File: src/rtl/tsf_pkg.sv
`default_nettype none

package tsf_pkg;

  // Default sizes for the top-level parameters
  localparam int unsigned TEMP_WIDTH_DEF = 16;
  localparam int unsigned TIME_WIDTH_DEF = 32;
  localparam int unsigned WINDOW_MAX_DEF = 64;

  // Configuration port and register widths
  localparam int unsigned CFG_IDX_W  = 3;
  localparam int unsigned CFG_DATA_W = 32;
  localparam int unsigned LIMIT_W    = 16;
  localparam int unsigned CFG_TIME_W = 32;
  localparam int unsigned WLEN_W     = 7;

  // Register indexes on the configuration port
  typedef enum logic [CFG_IDX_W-1:0] {
    CFG_LOW_LIMIT   = 3'd0,
    CFG_HIGH_LIMIT  = 3'd1,
    CFG_CLOSE_PAIR  = 3'd2,
    CFG_FAR_SENSOR  = 3'd3,
    CFG_IGNORE_TIME = 3'd4,
    CFG_START_TIME  = 3'd5,
    CFG_WINDOW_LEN  = 3'd6
  } cfg_idx_e;

  // Register values after reset
  localparam logic signed [LIMIT_W-1:0] LOW_LIMIT_RST   = 16'sd256;
  localparam logic signed [LIMIT_W-1:0] HIGH_LIMIT_RST  = 16'sd4992;
  localparam logic [LIMIT_W-1:0]        CLOSE_PAIR_RST  = 16'd128;
  localparam logic [LIMIT_W-1:0]        FAR_SENSOR_RST  = 16'd320;
  localparam logic [CFG_TIME_W-1:0]     IGNORE_TIME_RST = 32'd180000;
  localparam logic [CFG_TIME_W-1:0]     START_TIME_RST  = 32'd0;
  localparam logic [WLEN_W-1:0]         WINDOW_LEN_RST  = 7'd6;

  // Sensor numbering: 0 first, 1 middle, 2 third, 3 no sensor
  localparam int unsigned NUM_SENSORS = 3;
  localparam logic [1:0] SENSOR_A    = 2'd0;
  localparam logic [1:0] SENSOR_B    = 2'd1;
  localparam logic [1:0] SENSOR_C    = 2'd2;
  localparam logic [1:0] SENSOR_NONE = 2'd3;

  // Controller to datapath commands
  typedef struct packed {
    logic capture;
    logic eval;
    logic mul;
    logic mean;
    logic win;
    logic div_start;
    logic load_out;
  } tsf_cmd_t;

  // Datapath to controller status
  typedef struct packed {
    logic any_valid;
    logic measured;
    logic div_done;
  } tsf_status_t;

endpackage

`default_nettype wire

File: src/rtl/triple_temp_sensor_fusion_top.sv
`default_nettype none

// Channel   Direction  Handshake                    Content
// s_axis    in         s_axis_tvalid/s_axis_tready  one reading round
// m_axis    out        m_axis_tvalid/m_axis_tready  fused result, tlast ends a window
// cfg       in         cfg_valid_i/cfg_ready_o      register index and write data
//
// A measured round passes capture, evaluate, multiply, mean, window, the serial
// window-mean divider (one quotient bit per cycle) and the output load; a round in
// the startup hold skips the divider, and a round with no valid sensor gives no result.
// A new round is taken once the previous one is handed to the output register;
// a stalled result holds there while the next round is taken and worked on.
// Reset is asynchronous, active low; it restores register defaults and clears
// sensor ignore flags and window state. Configuration is always ready.
module triple_temp_sensor_fusion_top import tsf_pkg::*; #(
  parameter int unsigned TEMP_WIDTH = TEMP_WIDTH_DEF,
  parameter int unsigned TIME_WIDTH = TIME_WIDTH_DEF,
  parameter int unsigned WINDOW_MAX = WINDOW_MAX_DEF
) (
  input  wire logic                  clk_i,
  input  wire logic                  rst_ni,
  // time_ms, temp_a, temp_b, temp_c, zero pad
  input  wire logic [((TIME_WIDTH+3*TEMP_WIDTH+7)/8)*8-1:0] s_axis_tdata,
  // present_a, present_b, present_c
  input  wire logic [NUM_SENSORS-1:0] s_axis_tuser,
  input  wire logic                  s_axis_tvalid,
  output logic                       s_axis_tready,
  // mean_temp, valid_count, low_alarm, high_alarm, fault_flag, fault_index,
  // new_fault_index, window_mean, zero pad
  output logic [((2*TEMP_WIDTH+9+7)/8)*8-1:0] m_axis_tdata,
  // phase
  output logic                       m_axis_tuser,
  // window_ready
  output logic                       m_axis_tlast,
  output logic                       m_axis_tvalid,
  input  wire logic                  m_axis_tready,
  input  wire logic                  cfg_valid_i,
  output logic                       cfg_ready_o,
  input  wire logic [CFG_IDX_W-1:0]  cfg_index_i,
  input  wire logic [CFG_DATA_W-1:0] cfg_data_i
);

  tsf_cmd_t    cmd;
  tsf_status_t status;

  assign cfg_ready_o = 1'b1;

  tsf_ctrl u_ctrl (
    .clk_i       (clk_i),
    .rst_ni      (rst_ni),
    .in_valid_i  (s_axis_tvalid),
    .in_ready_o  (s_axis_tready),
    .out_valid_o (m_axis_tvalid),
    .out_ready_i (m_axis_tready),
    .cmd_o       (cmd),
    .status_i    (status)
  );

  tsf_dp #(
    .TEMP_WIDTH (TEMP_WIDTH),
    .TIME_WIDTH (TIME_WIDTH),
    .WINDOW_MAX (WINDOW_MAX)
  ) u_dp (
    .clk_i        (clk_i),
    .rst_ni       (rst_ni),
    .cmd_i        (cmd),
    .status_o     (status),
    .in_data_i    (s_axis_tdata),
    .in_present_i (s_axis_tuser),
    .cfg_valid_i  (cfg_valid_i),
    .cfg_index_i  (cfg_index_i),
    .cfg_data_i   (cfg_data_i),
    .out_data_o   (m_axis_tdata),
    .out_phase_o  (m_axis_tuser),
    .out_last_o   (m_axis_tlast)
  );

`ifndef SYNTH
  // A new result never overwrites one that is still waiting
  assert property (@(posedge clk_i) disable iff (!rst_ni)
    cmd.load_out |-> (!m_axis_tvalid || m_axis_tready))
    else $error("result register overwritten");

  // Results in the startup hold carry no alarm and no window report
  assert property (@(posedge clk_i) disable iff (!rst_ni)
    (m_axis_tvalid && !m_axis_tuser) |->
      (!m_axis_tdata[TEMP_WIDTH+2] && !m_axis_tdata[TEMP_WIDTH+3] && !m_axis_tlast))
    else $error("alarm or window report during startup hold");

  // A result always uses at least one sensor
  assert property (@(posedge clk_i) disable iff (!rst_ni)
    m_axis_tvalid |-> (m_axis_tdata[TEMP_WIDTH+1:TEMP_WIDTH] != 2'd0))
    else $error("result with no sensor counted");

  // A sensor found faulty this round shows up as ignored
  assert property (@(posedge clk_i) disable iff (!rst_ni)
    (m_axis_tvalid && (m_axis_tdata[TEMP_WIDTH+8:TEMP_WIDTH+7] != SENSOR_NONE)) |->
      m_axis_tdata[TEMP_WIDTH+4])
    else $error("new fault without fault flag");
`endif

endmodule

`default_nettype wire

File: src/rtl/tsf_div.sv
`default_nettype none

// Signed by unsigned restoring divider, one quotient bit per cycle,
// truncating toward zero.
module tsf_div import tsf_pkg::*; #(
  parameter int unsigned NUM_W = 22,
  parameter int unsigned DEN_W = 7,
  parameter int unsigned Q_W   = 16
) (
  input  wire logic                    clk_i,
  input  wire logic                    rst_ni,
  input  wire logic                    start_i,
  input  wire logic signed [NUM_W-1:0] num_i,
  input  wire logic [DEN_W-1:0]        den_i,
  output logic                         busy_o,
  output logic signed [Q_W-1:0]        quot_o
);

  localparam int unsigned STEP_W = $clog2(NUM_W + 1);

  logic              busy_q;
  logic [STEP_W-1:0] step_q;
  logic [NUM_W-1:0]  quo_q;
  logic [DEN_W-1:0]  rem_q;
  logic [DEN_W-1:0]  den_q;
  logic              neg_q;

  logic [NUM_W-1:0]  num_mag;
  logic [DEN_W:0]    shifted;
  logic [DEN_W:0]    trial;
  logic              take;
  logic [NUM_W-1:0]  quo_signed;

  // Magnitude of the dividend at start
  assign num_mag = num_i[NUM_W-1] ? NUM_W'(-num_i) : NUM_W'(num_i);

  // One restoring step
  assign shifted = {rem_q, quo_q[NUM_W-1]};
  assign trial   = shifted - {1'b0, den_q};
  assign take    = (shifted >= {1'b0, den_q});

  // Step control
  always_ff @(posedge clk_i or negedge rst_ni) begin
    if (!rst_ni) begin
      busy_q <= 1'b0;
      step_q <= '0;
    end else if (start_i) begin
      busy_q <= 1'b1;
      step_q <= STEP_W'(NUM_W);
    end else if (busy_q) begin
      step_q <= step_q - STEP_W'(1);
      if (step_q == STEP_W'(1)) begin
        busy_q <= 1'b0;
      end
    end
  end

  // Remainder and quotient shift registers
  always_ff @(posedge clk_i) begin
    if (start_i) begin
      quo_q <= num_mag;
      rem_q <= '0;
      den_q <= den_i;
      neg_q <= num_i[NUM_W-1];
    end else if (busy_q) begin
      quo_q <= {quo_q[NUM_W-2:0], take};
      rem_q <= take ? trial[DEN_W-1:0] : shifted[DEN_W-1:0];
    end
  end

  // Restore the sign
  assign quo_signed = neg_q ? (~quo_q + NUM_W'(1)) : quo_q;
  assign quot_o     = quo_signed[Q_W-1:0];
  assign busy_o     = busy_q;

endmodule

`default_nettype wire

File: src/rtl/tsf_ctrl.sv
`default_nettype none

// Round sequencer: capture, evaluate, multiply, mean, window, divide, hand off.
module tsf_ctrl import tsf_pkg::*; (
  input  wire logic  clk_i,
  input  wire logic  rst_ni,
  input  wire logic  in_valid_i,
  output logic       in_ready_o,
  output logic       out_valid_o,
  input  wire logic  out_ready_i,
  output tsf_cmd_t   cmd_o,
  input  wire tsf_status_t status_i
);

  typedef enum logic [2:0] {
    ST_IDLE,
    ST_EVAL,
    ST_MUL,
    ST_MEAN,
    ST_WIN,
    ST_DIV_GO,
    ST_DIV_WAIT,
    ST_OUT
  } state_e;

  state_e state_q, state_d;
  logic   out_valid_q, out_valid_d;
  logic   out_free;

  assign out_free = !out_valid_q || out_ready_i;

  // Commands decoded from the state
  always_comb begin
    cmd_o           = '0;
    cmd_o.capture   = (state_q == ST_IDLE) && in_valid_i;
    cmd_o.eval      = (state_q == ST_EVAL);
    cmd_o.mul       = (state_q == ST_MUL);
    cmd_o.mean      = (state_q == ST_MEAN);
    cmd_o.win       = (state_q == ST_WIN);
    cmd_o.div_start = (state_q == ST_DIV_GO);
    cmd_o.load_out  = (state_q == ST_OUT) && out_free;
  end

  // Next state
  always_comb begin
    state_d = state_q;
    unique case (state_q)
      ST_IDLE:     if (in_valid_i) state_d = ST_EVAL;
      ST_EVAL:     state_d = ST_MUL;
      ST_MUL:      state_d = status_i.any_valid ? ST_MEAN : ST_IDLE;
      ST_MEAN:     state_d = ST_WIN;
      ST_WIN:      state_d = status_i.measured ? ST_DIV_GO : ST_OUT;
      ST_DIV_GO:   state_d = ST_DIV_WAIT;
      ST_DIV_WAIT: if (status_i.div_done) state_d = ST_OUT;
      ST_OUT:      if (out_free) state_d = ST_IDLE;
      default:     state_d = ST_IDLE;
    endcase
  end

  // Output valid flag: set on load, cleared when the transaction completes
  always_comb begin
    out_valid_d = out_valid_q;
    if (cmd_o.load_out) begin
      out_valid_d = 1'b1;
    end else if (out_ready_i) begin
      out_valid_d = 1'b0;
    end
  end

  always_ff @(posedge clk_i or negedge rst_ni) begin
    if (!rst_ni) begin
      state_q     <= ST_IDLE;
      out_valid_q <= 1'b0;
    end else begin
      state_q     <= state_d;
      out_valid_q <= out_valid_d;
    end
  end

  assign in_ready_o  = (state_q == ST_IDLE);
  assign out_valid_o = out_valid_q;

endmodule

`default_nettype wire

File: src/rtl/tsf_dp.sv
`default_nettype none

// Datapath: configuration, sensor timers, vote, mean, window and result.
module tsf_dp import tsf_pkg::*; #(
  parameter int unsigned TEMP_WIDTH = TEMP_WIDTH_DEF,
  parameter int unsigned TIME_WIDTH = TIME_WIDTH_DEF,
  parameter int unsigned WINDOW_MAX = WINDOW_MAX_DEF
) (
  input  wire logic                    clk_i,
  input  wire logic                    rst_ni,
  input  wire tsf_cmd_t                cmd_i,
  output tsf_status_t                  status_o,
  input  wire logic [((TIME_WIDTH+3*TEMP_WIDTH+7)/8)*8-1:0] in_data_i,
  input  wire logic [NUM_SENSORS-1:0]  in_present_i,
  input  wire logic                    cfg_valid_i,
  input  wire logic [CFG_IDX_W-1:0]    cfg_index_i,
  input  wire logic [CFG_DATA_W-1:0]   cfg_data_i,
  output logic [((2*TEMP_WIDTH+9+7)/8)*8-1:0] out_data_o,
  output logic                         out_phase_o,
  output logic                         out_last_o
);

  localparam int unsigned TW     = TEMP_WIDTH;
  localparam int unsigned MW     = TIME_WIDTH;
  localparam int unsigned OUT_DW = ((2*TEMP_WIDTH+9+7)/8)*8;
  localparam int unsigned PACK_W = 2*TEMP_WIDTH+9;
  localparam int unsigned TLW    = (MW > CFG_TIME_W) ? MW : CFG_TIME_W;
  localparam int unsigned DCW    = TW + 17;
  localparam int unsigned CNTW   = $clog2(WINDOW_MAX + 1);
  localparam int unsigned SUMW   = TW + $clog2(WINDOW_MAX);
  localparam int unsigned LENW   = (CNTW > WLEN_W) ? CNTW : WLEN_W;
  // Reciprocal of three for the three-sensor mean
  localparam int unsigned RSH    = TW + 3;
  localparam int unsigned RW     = RSH - 1;
  localparam logic [RW-1:0] RECIP3 = RW'((64'd1 << RSH) / 64'd3);
  localparam int unsigned PW     = RSH + TW + 1;

  // Configuration registers
  logic signed [LIMIT_W-1:0] low_q, high_q;
  logic [LIMIT_W-1:0]        close_q, far_q;
  logic [CFG_TIME_W-1:0]     ign_time_q, start_q;
  logic [WLEN_W-1:0]         wlen_q;

  always_ff @(posedge clk_i or negedge rst_ni) begin
    if (!rst_ni) begin
      low_q      <= LOW_LIMIT_RST;
      high_q     <= HIGH_LIMIT_RST;
      close_q    <= CLOSE_PAIR_RST;
      far_q      <= FAR_SENSOR_RST;
      ign_time_q <= IGNORE_TIME_RST;
      start_q    <= START_TIME_RST;
      wlen_q     <= WINDOW_LEN_RST;
    end else if (cfg_valid_i) begin
      unique case (cfg_idx_e'(cfg_index_i))
        CFG_LOW_LIMIT:   low_q      <= cfg_data_i[LIMIT_W-1:0];
        CFG_HIGH_LIMIT:  high_q     <= cfg_data_i[LIMIT_W-1:0];
        CFG_CLOSE_PAIR:  close_q    <= cfg_data_i[LIMIT_W-1:0];
        CFG_FAR_SENSOR:  far_q      <= cfg_data_i[LIMIT_W-1:0];
        CFG_IGNORE_TIME: ign_time_q <= cfg_data_i[CFG_TIME_W-1:0];
        CFG_START_TIME:  start_q    <= cfg_data_i[CFG_TIME_W-1:0];
        CFG_WINDOW_LEN:  wlen_q     <= cfg_data_i[WLEN_W-1:0];
        default: ;
      endcase
    end
  end

  // Captured reading round
  logic [MW-1:0]        now_q;
  logic signed [TW-1:0] temp_q [NUM_SENSORS];
  logic [NUM_SENSORS-1:0] pres_q;

  always_ff @(posedge clk_i) begin
    if (cmd_i.capture) begin
      now_q     <= in_data_i[MW-1:0];
      temp_q[0] <= in_data_i[MW +: TW];
      temp_q[1] <= in_data_i[MW+TW +: TW];
      temp_q[2] <= in_data_i[MW+2*TW +: TW];
      pres_q    <= in_present_i;
    end
  end

  // Per-sensor ignore state
  logic [NUM_SENSORS-1:0] ign_flag_q;
  logic [MW-1:0]          deadline_q [NUM_SENSORS];

  // Timer expiry and sensor validity
  logic [NUM_SENSORS-1:0] ign_mid, valid_pre, valid_fin, newf_mask, ign_nxt;
  logic [MW-1:0]          since_dl [NUM_SENSORS];

  always_comb begin
    for (int i = 0; i < NUM_SENSORS; i++) begin
      since_dl[i]  = now_q - deadline_q[i];
      ign_mid[i]   = ign_flag_q[i] && since_dl[i][MW-1];
      valid_pre[i] = pres_q[i] && !ign_mid[i];
    end
  end

  // Pairwise distances
  logic signed [TW:0] d_ab, d_ac, d_bc;
  logic [TW:0]        a_ab, a_ac, a_bc;
  logic [DCW-1:0]     e_ab, e_ac, e_bc, e_far, e_close;

  assign d_ab    = (TW+1)'(temp_q[0]) - (TW+1)'(temp_q[1]);
  assign d_ac    = (TW+1)'(temp_q[0]) - (TW+1)'(temp_q[2]);
  assign d_bc    = (TW+1)'(temp_q[1]) - (TW+1)'(temp_q[2]);
  assign a_ab    = d_ab[TW] ? (TW+1)'(-d_ab) : (TW+1)'(d_ab);
  assign a_ac    = d_ac[TW] ? (TW+1)'(-d_ac) : (TW+1)'(d_ac);
  assign a_bc    = d_bc[TW] ? (TW+1)'(-d_bc) : (TW+1)'(d_bc);
  assign e_ab    = DCW'(a_ab);
  assign e_ac    = DCW'(a_ac);
  assign e_bc    = DCW'(a_bc);
  assign e_far   = DCW'(far_q);
  assign e_close = DCW'(close_q);

  // Outlier vote, only with all three sensors valid; ties mark nobody
  logic [1:0] newf;

  always_comb begin
    newf = SENSOR_NONE;
    if (&valid_pre) begin
      if (e_ab > e_far && e_bc > e_far && e_ab > e_ac && e_bc > e_ac) begin
        newf = SENSOR_B;
      end else if (e_ac > e_close) begin
        if (e_ab > e_bc) begin
          newf = SENSOR_A;
        end else if (e_bc > e_ab) begin
          newf = SENSOR_C;
        end
      end
    end
  end

  always_comb begin
    for (int i = 0; i < NUM_SENSORS; i++) begin
      newf_mask[i] = (newf == 2'(i));
    end
  end

  assign ign_nxt   = ign_mid | newf_mask;
  assign valid_fin = valid_pre & ~newf_mask;

  // Sum and count of the sensors used
  logic signed [TW+1:0] sum_v;
  logic [TW+1:0]        sum_abs;
  logic [1:0]           cnt_v;
  logic [1:0]           fidx_v;

  always_comb begin
    sum_v = '0;
    for (int i = 0; i < NUM_SENSORS; i++) begin
      if (valid_fin[i]) begin
        sum_v = sum_v + (TW+2)'(temp_q[i]);
      end
    end
  end

  assign sum_abs = sum_v[TW+1] ? (TW+2)'(-sum_v) : (TW+2)'(sum_v);
  assign cnt_v   = 2'(valid_fin[0]) + 2'(valid_fin[1]) + 2'(valid_fin[2]);
  assign fidx_v  = ign_nxt[2] ? SENSOR_C :
                   ign_nxt[1] ? SENSOR_B :
                   ign_nxt[0] ? SENSOR_A : SENSOR_NONE;

  // Startup hold and new deadline
  logic [CFG_TIME_W-1:0] start_t;
  logic [TLW-1:0]        start_ext, dl_sum;
  logic [MW-1:0]         elapsed;
  logic                  measured_v;

  assign start_t    = start_q;
  assign start_ext  = TLW'(start_t);
  assign elapsed    = now_q - start_ext[MW-1:0];
  assign measured_v = (TLW'(elapsed) >= TLW'(ign_time_q));
  assign dl_sum     = TLW'(now_q) + TLW'(ign_time_q);

  // Evaluation registers
  logic [TW:0] mag_q;
  logic        sign_q;
  logic [1:0]  cnt_q, newf_q, fidx_q;
  logic        measured_q;

  always_ff @(posedge clk_i or negedge rst_ni) begin
    if (!rst_ni) begin
      ign_flag_q <= '0;
    end else if (cmd_i.eval) begin
      ign_flag_q <= ign_nxt;
    end
  end

  always_ff @(posedge clk_i) begin
    if (cmd_i.eval) begin
      for (int i = 0; i < NUM_SENSORS; i++) begin
        if (newf_mask[i]) begin
          deadline_q[i] <= dl_sum[MW-1:0];
        end
      end
      mag_q      <= sum_abs[TW:0];
      sign_q     <= sum_v[TW+1];
      cnt_q      <= cnt_v;
      newf_q     <= newf;
      fidx_q     <= fidx_v;
      measured_q <= measured_v;
    end
  end

  // Division by three through the reciprocal
  logic [PW-1:0] prod_q;

  always_ff @(posedge clk_i) begin
    if (cmd_i.mul) begin
      prod_q <= PW'(mag_q) * PW'(RECIP3);
    end
  end

  // Correct the estimate and pick the quotient for the sensor count
  logic [TW:0]          q0, q3, qsel, qneg;
  logic [TW+2:0]        rem3;
  logic signed [TW-1:0] mean_q;

  assign q0   = prod_q[RSH +: TW+1];
  assign rem3 = (TW+3)'(mag_q) - ((TW+3)'(q0) + {(TW+2)'(q0), 1'b0});
  assign q3   = q0 + (TW+1)'(rem3 >= (TW+3)'(3));

  always_comb begin
    case (cnt_q)
      2'd2:    qsel = mag_q >> 1;
      2'd3:    qsel = q3;
      default: qsel = mag_q;
    endcase
  end

  assign qneg = ~qsel + (TW+1)'(1);

  always_ff @(posedge clk_i) begin
    if (cmd_i.mean) begin
      mean_q <= sign_q ? qneg[TW-1:0] : qsel[TW-1:0];
    end
  end

  // Alarms and window accumulation
  logic signed [SUMW-1:0] wsum_q, wsum_new, div_num_q;
  logic [CNTW-1:0]        wcnt_q, wcnt_new, div_den_q;
  logic [LENW-1:0]        len_eff;
  logic                   win_done;
  logic signed [DCW-1:0]  mean_ext, low_ext, high_ext;
  logic                   lo_q, hi_q, ready_q;

  assign wsum_new = wsum_q + SUMW'(mean_q);
  assign wcnt_new = wcnt_q + CNTW'(1);
  assign mean_ext = DCW'(mean_q);
  assign low_ext  = DCW'(low_q);
  assign high_ext = DCW'(high_q);

  always_comb begin
    if (wlen_q == '0) begin
      len_eff = LENW'(1);
    end else if (LENW'(wlen_q) > LENW'(WINDOW_MAX)) begin
      len_eff = LENW'(WINDOW_MAX);
    end else begin
      len_eff = LENW'(wlen_q);
    end
  end

  assign win_done = (LENW'(wcnt_new) >= len_eff);

  always_ff @(posedge clk_i or negedge rst_ni) begin
    if (!rst_ni) begin
      wsum_q <= '0;
      wcnt_q <= '0;
    end else if (cmd_i.win && measured_q) begin
      wsum_q <= win_done ? '0 : wsum_new;
      wcnt_q <= win_done ? '0 : wcnt_new;
    end
  end

  always_ff @(posedge clk_i) begin
    if (cmd_i.win) begin
      lo_q      <= measured_q && (mean_ext < low_ext);
      hi_q      <= measured_q && (mean_ext > high_ext);
      ready_q   <= measured_q && win_done;
      div_num_q <= wsum_new;
      div_den_q <= wcnt_new;
    end
  end

  // Window mean divider
  logic                 div_busy;
  logic signed [TW-1:0] div_quot;

  tsf_div #(
    .NUM_W (SUMW),
    .DEN_W (CNTW),
    .Q_W   (TW)
  ) u_div (
    .clk_i   (clk_i),
    .rst_ni  (rst_ni),
    .start_i (cmd_i.div_start),
    .num_i   (div_num_q),
    .den_i   (div_den_q),
    .busy_o  (div_busy),
    .quot_o  (div_quot)
  );

  // Result register
  logic [OUT_DW-1:0]    out_data_q;
  logic                 out_phase_q, out_last_q;
  logic [PACK_W-1:0]    pack;
  logic signed [TW-1:0] wmean;

  assign wmean = measured_q ? div_quot : '0;
  assign pack  = {wmean, newf_q, fidx_q, (fidx_q != SENSOR_NONE), hi_q, lo_q, cnt_q, mean_q};

  always_ff @(posedge clk_i) begin
    if (cmd_i.load_out) begin
      out_data_q  <= OUT_DW'(pack);
      out_phase_q <= measured_q;
      out_last_q  <= ready_q;
    end
  end

  assign out_data_o  = out_data_q;
  assign out_phase_o = out_phase_q;
  assign out_last_o  = out_last_q;

  // Status to the sequencer
  assign status_o.any_valid = (cnt_q != 2'd0);
  assign status_o.measured  = measured_q;
  assign status_o.div_done  = !div_busy;

endmodule

`default_nettype wire

File: config.mk
export PLATFORM = sky130hd
export DESIGN_NAME = triple_temp_sensor_fusion_top
export DESIGN_NICKNAME = d
export VERILOG_FILES = /design/src/rtl/tsf_pkg.sv /design/src/rtl/triple_temp_sensor_fusion_top.sv /design/src/rtl/tsf_div.sv /design/src/rtl/tsf_ctrl.sv /design/src/rtl/tsf_dp.sv
export SDC_FILE = /design/constraint.sdc
export NUM_CORES = 2
export LEC_CHECK = 0
export BUFFER_PORTS_ARGS = -buffer_cell sky130_fd_sc_hd__buf_2
export CAP_MARGIN = 20
export CELL_PAD_IN_SITES_DETAIL_PLACEMENT = 0
export CELL_PAD_IN_SITES_GLOBAL_PLACEMENT = 1
export CORE_UTILIZATION = 35
export CTS_CLUSTER_DIAMETER = 120
export DETAILED_ROUTE_END_ITERATION = 12
export MAX_ROUTING_LAYER = met4
export PLACE_DENSITY = 0.7
export SETUP_SLACK_MARGIN = 0.02
export SYNTH_ARGS = -nofsm -noshare
export SYNTH_HDL_FRONTEND = slang
export SYNTH_SLANG_ARGS = --single-unit
File: constraint.sdc
create_clock -name clk_i -period 26.5 [get_ports clk_i]
set_input_delay 7.95 -clock clk_i [delete_from_list [all_inputs] [get_ports clk_i]]
set_output_delay 7.95 -clock clk_i [all_outputs]
set_load 0.02 [all_outputs]
# --- Word level (Yosys, flattened, before mapping) ---
# Memory sizes are Yosys's and may differ from the RTL's.
# Cells that the tools add are included.
op_classes:
  n_addsub: 26
  multipliers: 1
  order_cmp: 14
  eq_ne: 22
  mux: 55
  n_bitwise: 5
  reduce_logical: 38
op_table:
  columns: ["cell", "count"]
  rows:
  - ["32-bit subtractor", 4]
  - ["22-bit 2-to-1 mux", 4]
  - ["17-bit > comparator", 4]
  - ["17-bit 2-to-1 mux", 4]
  - ["17-bit negation", 4]
  - ["32-bit 2-to-1 mux", 2]
  - ["32-bit OR reduction", 2]
  - ["18-bit 2-to-1 mux", 3]
  - ["17-bit by 16-bit > comparator with 1-bit output", 3]
  - ["16-bit by 16-bit subtractor with 17-bit output", 3]
  - ["18-bit by 16-bit adder with 18-bit output", 2]
  - ["17-bit by 17-bit multiplier with 34-bit output, second input constant", 1]
  - ["16-bit by 1-bit adder with 16-bit output, second input constant", 2]
  - ["32-bit adder", 1]
  - ["32-bit greater-or-equal comparator", 1]
  - ["16-bit 2-to-1 mux", 2]
  - ["16-bit NOT", 2]
  - ["16-bit one-hot mux with 2 select lines", 1]
  - ["7-bit 2-to-1 mux", 4]
  - ["3-bit one-hot mux with 8 select lines", 1]
  - ["22-bit by 16-bit adder with 22-bit output", 1]
  - ["22-bit negation", 1]
  - ["3-bit equality test, second input constant", 7]
  - ["2-bit 2-to-1 mux", 10]
  - ["36 further kinds", 92]
word_totals:
  register_bits: 399
  ramBits: 144
  input_bits: 123
  out_inout_bits: 53
  word_cells: 200
  mem_count: 2
memory_table:
  columns: ["name", "depth", "word_bits", "read_ports", "rd_clocked_by_memory_dff", "write_ports", "line_no", "rtl"]
  rows:
  - ["u_dp.deadline_q", 3, 32, 3, 0, 1, "tsf_dp.sv:84", "logic [MW-1:0] deadline_q [NUM_SENSORS];"]
  - ["u_dp.temp_q", 3, 16, 3, 0, 3, "tsf_dp.sv:69", "logic signed [TW-1:0] temp_q [NUM_SENSORS];"]

# --- Depth between registers and ports, before layout ---
# An unclocked memory read counts as a cell.
logic_depth:
  word_depth: 20
  mapped_depth: 58
  depth_no_buf: 54

# --- Modules after synthesis ---
# Synthesis repeated with hierarchy kept, for this count alone.
unflattened:
  hier_cells: 4317
  hier_area_um2: 42452.0
modules_own_cells:
  columns: ["module", "instances", "cells_each", "area_per_inst_um2", "seq_area_each_um2"]
  rows:
  - ["tsf_dp", 1, 3953, 39048.7, 13541.7]
  - ["tsf_div", 1, 330, 3116.7, 1191.1]
  - ["tsf_ctrl", 1, 32, 275.3, 100.1]
  - ["triple_temp_sensor_fusion_top", 1, 2, 11.3, 0.0]

# --- Worst setup path after synthesis ---
# No wires, ideal clock.
synth_timing:
  kind: "flip-flop to flip-flop"
  start: "memory u_dp.temp_q[0][17] (netlist name)"
  end: "register u_dp.mag_q[15] (data pin)"
  setup_time_ns: 0.270
  arrival_ns: 10.075
  required_ns: 26.230
  path_slack_ns: 16.156
  path_stages_with_launch: 52
  path_buffers: 4
  synth_period_minus_slack_ns: 10.344
  path_cell_list: "edfxtp_1 -> inv_1 -> ha_1 -> nor2b_1 -> or4_1 -> a21oi_1 -> o21ai_1 -> or3_1 -> or3_1 -> or4_4 -> nand2_1 -> xnor2_1 -> inv_1 -> ha_1 -> a21o_1 -> a21o_1 -> a221oi_1 -> o221ai_1 -> [... 16 more ...] -> o41ai_1 -> xnor2_1 -> nor2_1 -> a31o_2 -> ha_1 -> o21ai_0 -> a21oi_1 -> nor3_1 -> nor2_1 -> o21ai_0 -> nand2b_1 -> a21oi_1 -> xnor2_1 -> nand2_1 -> xnor2_1 -> buf_2 -> o41ai_2 -> xor2_1"
synth_rtl:
  columns: ["item", "line_no", "rtl"]
  rows:
  - ["start: declaration", "tsf_dp.sv:69", null]
  - ["end signal: assignment", "tsf_dp.sv:196", "mag_q <= sum_abs[TW:0];"]
  - ["end: declaration", "tsf_dp.sv:176", "logic [TW:0] mag_q;"]

==> results.md <==
* Max Fanout on Critical Path at 29
* Site Rows at 126
* CTS tree: done
* Final Max Tran Viols at 0
* Synth area leader: edfxtp_1
* Vias/cell at 5.07
* Clk_skew at 0.0292 ns
* LEAKAGE at 21.2 nW
* Port Buf Inserts at 167
* Area Overhead vs Synth at 12.2%
* R2r setup slk at 15.06 ns
* Depth of the worst hold-timing path at 0
* Clk_lat worst skew at 0.64 ns
* Highest-delay cell along the critical path: or4b_4
* FF-to-FF End: u_dp.mag_q[7]
* GRT met1 Usage at 25.6%
* Grt ovf at 0
* Post-synth EDFFs at 341
* Met2 global-route usage at 29.0%
* Peak VDD IR at 0.245 mV
* Worst Tran Pin Value at 1.07 ns
* Netlist Area Pre-Place at 41600 um2
* GRT met3 Usage at 2.16%
* Via count at 30384
* Drc violations at 0
* Worst path buffer plus inverter count at 6
* Crit start category: flop
* CTS sink cnt at 525
* WHS Endpoint: u_dp.u_div.den_q[6]
* Top cells by area, synth: edfxtp_1 25%, ha_1 19%, dfrtp_1 9.5%
* Total track usage at 18.6%
* Hold Buf Count CTS at 0
* Hold Path Class: reg -> reg
* Yosys warnings at 0
* CP delay by family, top: compound AO/OA/AOI/OAI gates
* DR WL/cell at 18.2 um
* First-pass GRT wire length at 170000 um
* Crit path depth at 54
* Chip height at 347 um
* Relative max-transition margin at 26.6%
* Worst Min Path Start: u_dp.div_den_q[6]
* Ys async rst share at 33.7%
* Initial core utilization at 35.2%
* Arrival time of the worst setup path at 11.81 ns
* Fill count at 11636
* Reg2reg start: u_dp.temp_q[0][0]
* First DRT Iteration DRCs at 1782
* Crit Path Class: reg -> reg
* Critical path's largest stage delay at 0.52 ns
* GPL Wtd Cong at 0.905
* Core footprint at 118000 um2
* Critical Path RT at 26.87 ns
* RSZ-0062 raised after global routing: no
* Layout cell share with drive strength beyond 1 at 9.72%
* Top-area cell type share of the netlist area at 24.6%
* Grt peak-use layer: met2
* Antenna violations before repair at 12
* Predominant post-synthesis flop cell: edfxtp_1
* DIE AREA at 120000 um2
* Setup violators final at 0
* Final Hold Vio Count at 0
* Pwr/cell area at 144 nW/um2
* Root Driver: clkbuf_16
* Syn Inst Count at 4210
* TNS Setup at 0 ns
* Ports at 176
* Total power at 6.73 mW
* R2R cell count at 54
* Final ANT Viol Nets at 0
* Yosys cell types at 90
* Max-cap violations at 0
* Nets@finish at 5249
* Sequential share of the synthesized area at 35.7%
* Top cell by count, worst path: o21ai_0
* Final HPWL DP at 86300 um
* Fmax at 87.4 MHz
* Vias in the first global route at 29687
* Outcome: finished clean
* Fin crit share at 43.2%
* Syn avg cell area at 9.87 um2
* Post CTS Setup Buffer Count at 0
* Max Buffers Root-to-Sink at 3
* Router iterations before antenna repair at 7
* Yosys reg bits at 525
* Post-CTS Resized at 0
* Die Width at 347 um
* Largest net degree at the start of global routing at 68
* Htree depth at 3
* Worst-path clk slew at 0.05 ns
* TritonCTS buffer count at 68
* Worst setup EP type: flop
* Routed wire length at 109000 um
* Tmin final at 11.44 ns
-- area by class of cell --
| type | instances | area [um2] | area share (%) |
|---|---|---|---|
| multi-input cells | 3049 | 24300 | 52.2 |
| clock buffers | 93 | 1900 | 4.07 |
| flip-flops and latches | 525 | 14800 | 31.8 |
| inverters | 560 | 2100 | 4.51 |
| repair buffers | 194 | 1100 | 2.37 |
| well taps | 1536 | 1920 | 4.12 |
| diodes | 2 | 5.00 | 0.0107 |
| clock inverters | 32 | 442 | 0.947 |
-- synthesized netlist by cell type (65+ instances only) --
cell type,number
xor2_1,102
edfxtp_1,341
a21o_1,97
ha_1,615
inv_1,558
nor3_1,67
dfrtp_1,158
nand2_1,329
xnor2_1,179
nor2_1,223
a21oi_1,218
o21ai_0,284
fa_1,113
nand3_1,65
-- layer usage --
| metal | vias up | share of wire [%] |
|---|---|---|
| li1 | 15221 | - |
| met1 | 14485 | 49 |
| met2 | 554 | 45 |
| met3 | 124 | 3.4 |
| met4 | 0 | 2.4 |
| met5 | - | 0 |
-- cell usage in the layout, fill, tap and decap left out, drive strengths merged, types with 14 or more instances in the layout --
cell and instances:
nor2 223, nor3 67, a22o 16, a31o 20, buf 193, and3 26
xnor2 179, o21bai 21, and2 50, nand3 65, clkbuf 94, edfxtp 341
o31ai 27, a21oi 221, o21ai 291, dfrtp 158, or3 31, nand2 329
fa 113, nand2b 52, a211oi 32, a31oi 19, o21a 51, inv 562
a21o 97, clkinv 22, dfstp 19, xor2 102, nand4 55, nor2b 60
ha 615, mux2i 26, or2 14, mux2 62
-- cells by family after synthesis --
| family | after synthesis | share of synthesized area, % |
|---|---|---|
| mux | 88 | 2.31 |
| fa+ha+maj | 728 | 24.0 |
| xor+xnor | 281 | 5.92 |
| flops | 525 | 35.7 |
| simple gates | 1022 | 11.9 |
| other cells | 2 | 0.0181 |
| compound gates | 922 | 14.2 |
| buf+inv | 642 | 5.94 |
-- registers in the layout, summed over array words and instances, names as in the netlist, 17 cells and up --
name	flops
u_dp.u_div.quo_q	22
u_dp.ign_time_q	32
u_dp.start_ext	32
u_dp.deadline_q	96
u_dp.mag_q	17
u_dp.div_num_q	22
u_dp.now_q	32
u_dp.temp_q	48
u_dp.wsum_q	22
u_dp.out_data_o	41
-- where the power goes --
part	switching [mW]	internal [mW]	leakage, nW	total (mW)
logic	2.50	1.84	14.7	4.35
registers	0.175	1.26	5.31	1.43
clock network	0.387	0.569	1.12	0.956
total	3.06	3.67	21.2	6.73
-- worst max-delay path by stage --
| stage | endpoint | slack [ns] | startpoint |
|---|---|---|---|
| after global placement | u_dp.mag_q[7] | 15.38 | u_dp.temp_q[0][0] |
| after detailed placement | u_dp.mag_q[7] | 15.22 | u_dp.temp_q[0][16] |
| after floorplan | u_dp.mag_q[15] | 16.16 | u_dp.temp_q[0][17] |
| after global routing | u_dp.mag_q[8] | 14.40 | u_dp.temp_q[0][16] |
| final | u_dp.mag_q[7] | 15.06 | u_dp.temp_q[0][0] |
| after CTS | u_dp.mag_q[7] | 15.20 | u_dp.temp_q[0][16] |
-- metrics by stage --
step / worst slack [ns] / instances / utilization (%) / hold slack, ns / area [um2]
after floorplan: 16.16 / 4216 / - / 0.400 / 41600
after global placement: 15.38 / 5860 / 37.5 / 0.402 / 44200
after detailed placement: 15.22 / 5861 / 37.5 / 0.405 / 44200
after CTS: 15.20 / 5986 / 39.5 / 0.418 / 46600
after global routing: 14.40 / 5990 / 39.5 / 0.433 / 46600
final: 15.06 / 5991 / 39.6 / 0.416 / 46600
Power figures use the tool's default switching activity.
